$ cat src/design/wbps_pkg.sv
// Shared definitions for the wildcard byte pattern scanner.
// Register indexes, pattern depth and the truncation status bundle.
// No dependencies.
package wbps_pkg;

   localparam int MAX_PATTERN = 16;
   localparam int LEN_W       = 5;
   localparam int COUNT_W     = 32;

   typedef enum logic [2:0] {
      CSR_PATTERN_LOW    = 3'd0,
      CSR_PATTERN_HIGH   = 3'd1,
      CSR_WILDCARD_MASK  = 3'd2,
      CSR_PATTERN_LENGTH = 3'd3,
      CSR_EXACT_MODE     = 3'd4,
      CSR_REGION_BYTES   = 3'd5
   } csr_index_type;

   typedef struct packed {
      logic               busy;
      logic [COUNT_W-1:0] limit;
   } trunc_status_type;

endpackage

$ cat src/design/wbps_trunc.sv
// Truncation limit unit: region size rounded down to a multiple of the pattern length.
// Restoring remainder, one dividend bit per cycle.
// Depends on wbps_pkg.
module wbps_trunc import wbps_pkg::*; (
   input  logic               clock,
   input  logic               reset,
   input  logic               start,
   input  logic [COUNT_W-1:0] dividend,
   input  logic [LEN_W-1:0]   divisor,
   output trunc_status_type   status
);

   logic                busy_ff, busy_in;
   logic [4:0]          bit_ff, bit_in;
   logic [LEN_W-2:0]    rem_ff, rem_in;
   logic [COUNT_W-1:0]  limit_ff, limit_in;
   logic [LEN_W-1:0]    trial;
   logic [LEN_W-1:0]    diff;

   always_comb begin
      trial    = {rem_ff, dividend[~bit_ff]};
      diff     = trial - divisor;
      busy_in  = busy_ff;
      bit_in   = bit_ff;
      rem_in   = rem_ff;
      limit_in = limit_ff;
      if (start) begin
         busy_in = 1'b1;
         bit_in  = '0;
         rem_in  = '0;
      end else if (busy_ff) begin
         rem_in = (trial >= divisor) ? diff[LEN_W-2:0] : trial[LEN_W-2:0];
         bit_in = bit_ff + 5'd1;
         if (bit_ff == 5'd31) begin
            busy_in  = 1'b0;
            limit_in = dividend - {{(COUNT_W-LEN_W+1){1'b0}}, rem_in};
         end
      end
   end

   always_ff @(posedge clock) begin
      if (reset) begin
         busy_ff <= 1'b1;
         bit_ff  <= '0;
         rem_ff  <= '0;
      end else begin
         busy_ff <= busy_in;
         bit_ff  <= bit_in;
         rem_ff  <= rem_in;
      end
      limit_ff <= limit_in;
   end

   assign status.busy  = busy_ff;
   assign status.limit = limit_ff;

endmodule

$ cat src/design/wildcard_byte_pattern_scanner.sv
// Wildcard byte pattern scanner, top level.
// Takes one byte per cycle unless stalled; reports first match or not-found per block.
// Depends on wbps_pkg and wbps_trunc.
//
// The scanner accepts one byte per cycle while req_stall is low and gives its result
// through an output register backed by a one-entry skid stage; the byte window compare,
// alignment check and offset are a single registered pass. After reset, and after any
// register write, the input stalls while the truncation unit works out the region
// size rounded down to a multiple of the pattern length, one bit per cycle.
module wildcard_byte_pattern_scanner import wbps_pkg::*; (
   input  logic               clock,
   input  logic               reset,
   input  logic               req_valid,
   output logic               req_stall,
   input  logic [7:0]         req_data_byte,
   input  logic               req_block_end,
   output logic               rsp_valid,
   input  logic               rsp_stall,
   output logic               rsp_found,
   output logic [COUNT_W-1:0] rsp_match_offset,
   input  logic               csr_valid,
   output logic               csr_ready,
   input  logic [2:0]         csr_index,
   input  logic [63:0]        csr_data
);

   logic [63:0]        pattern_low_ff, pattern_high_ff;
   logic [15:0]        wildcard_mask_ff;
   logic [LEN_W-1:0]   pattern_length_ff;
   logic               exact_mode_ff;
   logic [COUNT_W-1:0] region_bytes_ff;

   logic [LEN_W-1:0]   len_eff;
   logic [7:0]         apat_ff  [MAX_PATTERN];
   logic [7:0]         apat_in  [MAX_PATTERN];
   logic [MAX_PATTERN-1:0] care_ff, care_in;
   logic [LEN_W-1:0]   len_ff;
   logic               use_trunc_ff, use_trunc_in;
   logic [2:0]         unit_mask_ff, unit_mask_in;

   logic [7:0]         recent_ff [MAX_PATTERN-1];
   logic [7:0]         window    [MAX_PATTERN];
   logic [COUNT_W-1:0] count_ff;
   logic               reported_ff;

   logic               out_valid_ff, out_valid_in;
   logic               out_found_ff, out_found_in;
   logic [COUNT_W-1:0] out_offset_ff, out_offset_in;
   logic               skid_valid_ff, skid_valid_in;
   logic               skid_found_ff;
   logic [COUNT_W-1:0] skid_offset_ff;

   logic               csr_write, accept, drain, push, hit;
   logic [COUNT_W:0]   seen, start_pos;
   logic [MAX_PATTERN-1:0] byte_eq;
   logic               res_found;
   logic [COUNT_W-1:0] res_offset;
   trunc_status_type   trunc;

   function automatic logic [7:0] pat_byte(input logic [LEN_W-1:0] i);
      if (i < LEN_W'(8))
         return pattern_low_ff[i[2:0]*8 +: 8];
      else if (i < LEN_W'(16))
         return pattern_high_ff[i[2:0]*8 +: 8];
      return 8'd0;
   endfunction

   function automatic logic pat_wild(input logic [LEN_W-1:0] i);
      if (exact_mode_ff || i >= LEN_W'(16))
         return 1'b0;
      return wildcard_mask_ff[i[3:0]];
   endfunction

   assign csr_ready = 1'b1;
   assign csr_write = csr_valid && csr_ready;

   always_ff @(posedge clock) begin
      if (reset) begin
         pattern_low_ff    <= '0;
         pattern_high_ff   <= '0;
         wildcard_mask_ff  <= '0;
         pattern_length_ff <= LEN_W'(1);
         exact_mode_ff     <= 1'b0;
         region_bytes_ff   <= '0;
      end else if (csr_write) begin
         case (csr_index_type'(csr_index))
            CSR_PATTERN_LOW:    pattern_low_ff    <= csr_data;
            CSR_PATTERN_HIGH:   pattern_high_ff   <= csr_data;
            CSR_WILDCARD_MASK:  wildcard_mask_ff  <= csr_data[15:0];
            CSR_PATTERN_LENGTH: pattern_length_ff <= csr_data[LEN_W-1:0];
            CSR_EXACT_MODE:     exact_mode_ff     <= csr_data[0];
            CSR_REGION_BYTES:   region_bytes_ff   <= csr_data[COUNT_W-1:0];
            default: ;
         endcase
      end
   end

   // align pattern to window slots: slot j holds pattern byte len-1-j
   always_comb begin
      logic [LEN_W-1:0] pos;
      pos = '0;
      if (pattern_length_ff == '0)
         len_eff = LEN_W'(1);
      else if (pattern_length_ff > LEN_W'(MAX_PATTERN))
         len_eff = LEN_W'(MAX_PATTERN);
      else
         len_eff = pattern_length_ff;
      for (int j = 0; j < MAX_PATTERN; j++) begin
         apat_in[j] = 8'd0;
         care_in[j] = 1'b0;
         if (LEN_W'(j) < len_eff) begin
            pos        = len_eff - LEN_W'(1) - LEN_W'(j);
            apat_in[j] = pat_byte(pos);
            care_in[j] = !pat_wild(pos);
         end
      end
      use_trunc_in = exact_mode_ff && (len_eff >= LEN_W'(8)) && !len_eff[0];
      if (len_eff[2:0] == 3'd0)
         unit_mask_in = 3'b111;
      else if (len_eff[1:0] == 2'd0)
         unit_mask_in = 3'b011;
      else if (!len_eff[0])
         unit_mask_in = 3'b001;
      else
         unit_mask_in = 3'b000;
   end

   always_ff @(posedge clock) begin
      apat_ff      <= apat_in;
      care_ff      <= care_in;
      len_ff       <= len_eff;
      use_trunc_ff <= use_trunc_in;
      unit_mask_ff <= unit_mask_in;
   end

   wbps_trunc u_trunc (
      .clock    (clock),
      .reset    (reset),
      .start    (csr_write),
      .dividend (region_bytes_ff),
      .divisor  (len_eff),
      .status   (trunc)
   );

   assign req_stall = trunc.busy || skid_valid_ff;
   assign accept    = req_valid && !req_stall;
   assign drain     = out_valid_ff && !rsp_stall;

   always_comb begin
      window[0] = req_data_byte;
      for (int j = 1; j < MAX_PATTERN; j++)
         window[j] = recent_ff[j-1];
      for (int j = 0; j < MAX_PATTERN; j++)
         byte_eq[j] = !care_ff[j] || (window[j] == apat_ff[j]);
      seen      = {1'b0, count_ff} + (COUNT_W+1)'(1);
      start_pos = seen - (COUNT_W+1)'(len_ff);
      hit       = !reported_ff && (seen >= (COUNT_W+1)'(len_ff)) && (&byte_eq);
      if (use_trunc_ff &&
          (((start_pos[2:0] & unit_mask_ff) != 3'd0) || (seen > {1'b0, trunc.limit})))
         hit = 1'b0;
      res_found  = hit;
      res_offset = hit ? start_pos[COUNT_W-1:0] : '0;
      push       = accept && (hit || (req_block_end && !reported_ff));
   end

   always_ff @(posedge clock) begin
      if (reset) begin
         count_ff    <= '0;
         reported_ff <= 1'b0;
         for (int j = 0; j < MAX_PATTERN-1; j++)
            recent_ff[j] <= 8'd0;
      end else if (accept) begin
         if (req_block_end) begin
            count_ff    <= '0;
            reported_ff <= 1'b0;
            for (int j = 0; j < MAX_PATTERN-1; j++)
               recent_ff[j] <= 8'd0;
         end else begin
            count_ff    <= seen[COUNT_W-1:0];
            reported_ff <= reported_ff || hit;
            for (int j = 0; j < MAX_PATTERN-1; j++)
               recent_ff[j] <= window[j];
         end
      end
   end

   // output register with one-entry skid
   always_comb begin
      out_found_in  = out_found_ff;
      out_offset_in = out_offset_ff;
      skid_valid_in = skid_valid_ff;
      if (skid_valid_ff) begin
         out_valid_in = 1'b1;
         if (drain) begin
            out_found_in  = skid_found_ff;
            out_offset_in = skid_offset_ff;
            skid_valid_in = 1'b0;
         end
      end else begin
         out_valid_in = (out_valid_ff && !drain) || push;
         if (!out_valid_ff || drain) begin
            out_found_in  = res_found;
            out_offset_in = res_offset;
         end else if (push) begin
            skid_valid_in = 1'b1;
         end
      end
   end

   always_ff @(posedge clock) begin
      if (reset) begin
         out_valid_ff  <= 1'b0;
         skid_valid_ff <= 1'b0;
      end else begin
         out_valid_ff  <= out_valid_in;
         skid_valid_ff <= skid_valid_in;
      end
      out_found_ff  <= out_found_in;
      out_offset_ff <= out_offset_in;
      if (!skid_valid_ff) begin
         skid_found_ff  <= res_found;
         skid_offset_ff <= res_offset;
      end
   end

   assign rsp_valid        = out_valid_ff;
   assign rsp_found        = out_found_ff;
   assign rsp_match_offset = out_offset_ff;

   a_skid_behind_out: assert property (@(posedge clock) disable iff (reset)
      skid_valid_ff |-> out_valid_ff)
      else $error("skid stage holds a transfer while output register is empty");

   a_busy_stalls: assert property (@(posedge clock) disable iff (reset)
      trunc.busy |-> req_stall)
      else $error("byte taken while truncation limit is being computed");

   a_hit_marks_block: assert property (@(posedge clock) disable iff (reset)
      (accept && hit && !req_block_end) |=> reported_ff)
      else $error("match not recorded for the rest of the block");

   a_notfound_zero: assert property (@(posedge clock) disable iff (reset)
      (out_valid_ff && !out_found_ff) |-> (out_offset_ff == '0))
      else $error("not-found transfer carries a non-zero offset");

   a_one_result: assert property (@(posedge clock) disable iff (reset)
      (accept && reported_ff) |-> !hit)
      else $error("second match reported in one block");

endmodule
$ cat config.mk
export PLATFORM = sky130hd
export DESIGN_NAME = wildcard_byte_pattern_scanner
export DESIGN_NICKNAME = d
export VERILOG_FILES = /design/src/design/wbps_pkg.sv /design/src/design/wbps_trunc.sv /design/src/design/wildcard_byte_pattern_scanner.sv
export SDC_FILE = /design/constraint.sdc
export NUM_CORES = 2
export LEC_CHECK = 0
export ABC_AREA = 1
export ABC_CLOCK_PERIOD_IN_PS = 5100
export BUFFER_PORTS_ARGS = -buffer_cell sky130_fd_sc_hd__clkbuf_2
export CORE_UTILIZATION = 39
export DETAILED_ROUTE_END_ITERATION = 10
export PLACE_DENSITY_LB_ADDON = 0.1
export SYNTH_ARGS = -nofsm -noshare
export SYNTH_HDL_FRONTEND = slang
export SYNTH_HIERARCHICAL = 1
export SYNTH_SLANG_ARGS = --single-unit
$ cat constraint.sdc
create_clock -name clock -period 5.1 [get_ports clock]
set_input_delay 1.02 -clock clock [delete_from_list [all_inputs] [get_ports clock]]
set_output_delay 1.02 -clock clock [all_outputs]
set_load 0.02 [all_outputs]
==> out/qor.tcl <==
set qor(synthesis.yosys.warnings) 6
set qor(synthArstFlopShare) 0
set qor(rsz0062_at_grt) {no}
set qor(start_kind) {flop}
set qor(max_slew_violations) 0
set qor(netlist_area_mm2) 0.0401
set qor(cts-htree-levels) 3
set qor(synth-edff-count) 210
set qor(via_per_inst) 5.81
set qor(row_count) 117
set qor(setup_violations) 0
set qor(grt_pass1_vias) 36665
set qor(yosys-top-cells-area) {dfxtp_1 19%, edfxtp_1 16%, o21ai_0 13%}
set qor(syn_to_final_growth_pct) 11.2
set qor(cts.path.max_buffers) 3
set qor(worst-setup-path-type) {reg -> reg}
set qor(p_total_uw) 15000
set qor(die_area_mm2) 0.104
set qor(reg2regPathDepth) 19
set qor(y_dimension_of_the_die_um) 322
set qor(post_synth_top_area_share) 0.194
set qor(failed_checks) {max-capacitance violations}
set qor(hpwl_um) 128000
set qor(synth_top_cells_by_count) {1,049 x o21ai_0, 955 x a21oi_1, 745 x nand2_1}
set qor(pin_count) 117
set qor(final-seq-area_mm2) 0.0141
set qor(crit_path_max_fanout) 36
set qor(p_per_area_mw_per_mm2) 336
set qor(number_of_resized_instances_in_the_post_cts_repair_step) 0
set qor(synth.lib_cells_used.distinct) 61
set qor(status) {finished, violations left}
set qor(setup_tns_ns) 0
set qor(initial_core_util) 0.394
set qor(core_area_mm2) 0.102
set qor(final.setup_skew_ns) 0.0264
set qor(ys_dominant_reg_cell) {dfxtp_1}
set qor(final_net_count) 5956
set qor(antenna_violating_nets_post_route) 0
set qor(core_utilization_of_the_finished_layout) 0.438
set qor(avgRoutedWirePerCell_um) 24.3
set qor(globalRouteOverflowTotal) 0
set qor(grt_pass1_wl_um) 254000
set qor(timing.final.crit_period_ns) 4.81
set qor(postRouteWirelength_um) 176000
set qor(gp_congestion) 0.976
set qor(worst_hold_path.num_cells) 2
set qor(cts_setup_buffers) 0
set qor(initial_detailed_routing_violation_count) 5979
set qor(mean_instance_size_in_the_synthesized_netlist_um2) 6.78
set qor(number_of_antenna_violations_at_the_first_check_in_global_routing) 6
set qor(final.period_utilization) 0.942
set qor(grt.total_usage) 0.330
set qor(die_x_um) 322
set qor(detailroute.via_count) 42054
set qor(fmax_ghz) 0.208
set qor(post_cts_clock_slew_at_the_launch_and_capture_registers_of_the_worst_setup_and_hold_paths_ns) 0.07
set qor(maximum_vdd_drop_mv) 0.248
set qor(slew_headroom) 0.00168
set qor(clock_tree.root_cell) {clkbuf_16}
set qor(netlist_instances) 5909
set qor(final_hold_viol_count) 0
set qor(postCtsHoldBufs) 0
set qor(tritoncts) {done}
set qor(critical_path_arrival_ns) 5.30
set qor(end_kind) {flop}
set qor(maxCapViolCount) 1
set qor(timing_worst_slew_pin_value_ns) 1.48
set qor(place.port_buffers) 115
set qor(clock_sink_count) 598
set qor(leakage_uw) 0.0174
set qor(yosys.cell_count.top_type) {o21ai_0}
set qor(layout.filler_cells) 10691
set qor(layout-drive-gt1-share) 0.0898
set qor(ys_seq_elements) 598
set qor(drt_drc_violations_left) 0
set qor(required_ns) 5.60
set qor(drt_pass_1_iters) 6
set qor(insertion_delay_ns) 0.69
set qor(yosysTopAreaCell) {dfxtp_1}
set qor(worst_hold_path_class) {reg -> reg}
set qor(grt_start_max_net_pins) 189
set qor(cts_inserted_buffers) 75
set qor(syn_nets) 6055
set qor(seq_area_frac_synth) 0.351
set qor(multi_input_comb_area_mm2) 0.0222
[placed cells by master (no fill, tap or decap), types with 15 or more instances in the layout]
cell | Yosys | layout
nand2_2 | 14 | 17
clkbuf_16 | 0 | 75
xnor2_1 | 84 | 83
buf_4 | 6 | 127
nand3_1 | 296 | 294
o21ai_1 | 5 | 17
inv_1 | 500 | 497
edfxtp_1 | 210 | 210
clkbuf_2 | 16 | 115
nor2_1 | 524 | 519
nand2_1 | 745 | 733
nand4_1 | 49 | 49
xor2_1 | 63 | 62
o21ai_0 | 1049 | 1037
a311oi_1 | 48 | 48
nor3_1 | 131 | 131
dfxtp_1 | 388 | 388
a21oi_1 | 955 | 955
o22ai_1 | 22 | 22
nor2_2 | 14 | 18
clkinv_1 | 69 | 74
nand2_4 | 9 | 18
or2_2 | 37 | 37
inv_2 | 16 | 16
ha_1 | 62 | 60
o211ai_1 | 70 | 70
clkbuf_1 | 325 | 15
[worst max-delay path, cell delays in order (launching register included)]
cell and delay [ns]:
dfxtp_1 0.31, inv_2 0.08, nand2_1 0.07, nor2_1 0.18
a21oi_1 0.11, nor2_1 0.14, inv_1 0.14, ha_1 0.25
ha_2 0.33, buf_4 0.38, ha_1 0.27, xor2_1 0.12
o21ai_1 0.32, nand2_4 0.34, buf_4 0.30, a21oi_1 0.23
o21ai_0 0.15, nand3_1 0.13, nand3_1 0.09, a21oi_1 0.63
[routing by layer]
| metal | track usage | part of all wire | vias up |
|---|---|---|---|
| met1 | 0.475 | 0.45 | 19746 |
| met5 | 0 | 0.000074 | - |
| met2 | 0.481 | 0.42 | 1993 |
| met4 | 0.133 | 0.044 | 2 |
| li1 | - | - | 19986 |
| met3 | 0.0627 | 0.092 | 327 |
[final cells by class]
cell class,instances,share of cell area
tap,1368,0.0384
timing repair buffer,256,0.0406
multi-input combinational,4294,0.498
sequential,598,0.316
clock buffer,98,0.0459
antenna,1,0.0000562
inverter,585,0.0495
clock inverter,40,0.0120
[metrics by stage]
step / worst slack [ns] / cells / instance area, um^2 / hold slack, ns
floorplan: 0.594 / 5909 / 40100 / 0.441
global route: 0.0621 / 7239 / 44600 / 0.486
CTS: 0.483 / 7239 / 44600 / 0.465
global placement: 0.494 / 7101 / 42000 / 0.450
finish: 0.293 / 7240 / 44600 / 0.462
detailed placement: 0.513 / 7101 / 42000 / 0.457
[path summary, 6_finish.rpt]
kind	startpoint	endpoint	slack, ns
min	recent_ff[0][2]$_SDFFE_PP0P_	recent_ff[0][2]$_SDFFE_PP0P_	0.46
min reg2reg	recent_ff[0][2]$_SDFFE_PP0P_	recent_ff[0][2]$_SDFFE_PP0P_	0.46
max	pattern_length_ff[2]$_SDFFE_PP0P_	apat_ff[115]$_SDFF_PN0_	0.29
max reg2reg	pattern_length_ff[2]$_SDFFE_PP0P_	apat_ff[115]$_SDFF_PN0_	0.29
[flip-flops by register name, indices dropped and copies added, names as in the netlist, 3 cells and up]
signal             flops
apat_ff              128
care_ff               16
count_ff              32
len_ff                 5
pattern_high_ff       64
pattern_length_ff      5
pattern_low_ff        64
recent_ff            120
region_bytes_ff       32
rsp_match_offset      32
skid_offset_ff        32
u_trunc/bit_ff         5
u_trunc/limit_ff      32
u_trunc/rem_ff         4
unit_mask_ff           3
wildcard_mask_ff      16
[logic make-up (layout without fill, tap and decap cells)]
| kind of cell | after synthesis | in the layout | synth area share |
|---|---|---|---|
| AOI/OAI and AO/OA | 2192 | 2192 | 0.287 |
| xor gates and xnor gates | 148 | 148 | 0.0325 |
| adders and majority gates | 65 | 65 | 0.0209 |
| buffers and inverters | 1017 | 979 | 0.0993 |
| DFF | 598 | 598 | 0.351 |
| muxes | 12 | 12 | 0.00300 |
| other | 1 | 2 | 0.0000936 |
| and+or+nand+nor | 1876 | 1876 | 0.206 |
[power breakdown]
group / switching [uW] / internal [uW]
Combinational: 2810 / 1170
Sequential: 156 / 5150
Clock: 2380 / 3280
No activity file was read; power rests on OpenSTA's default activity.
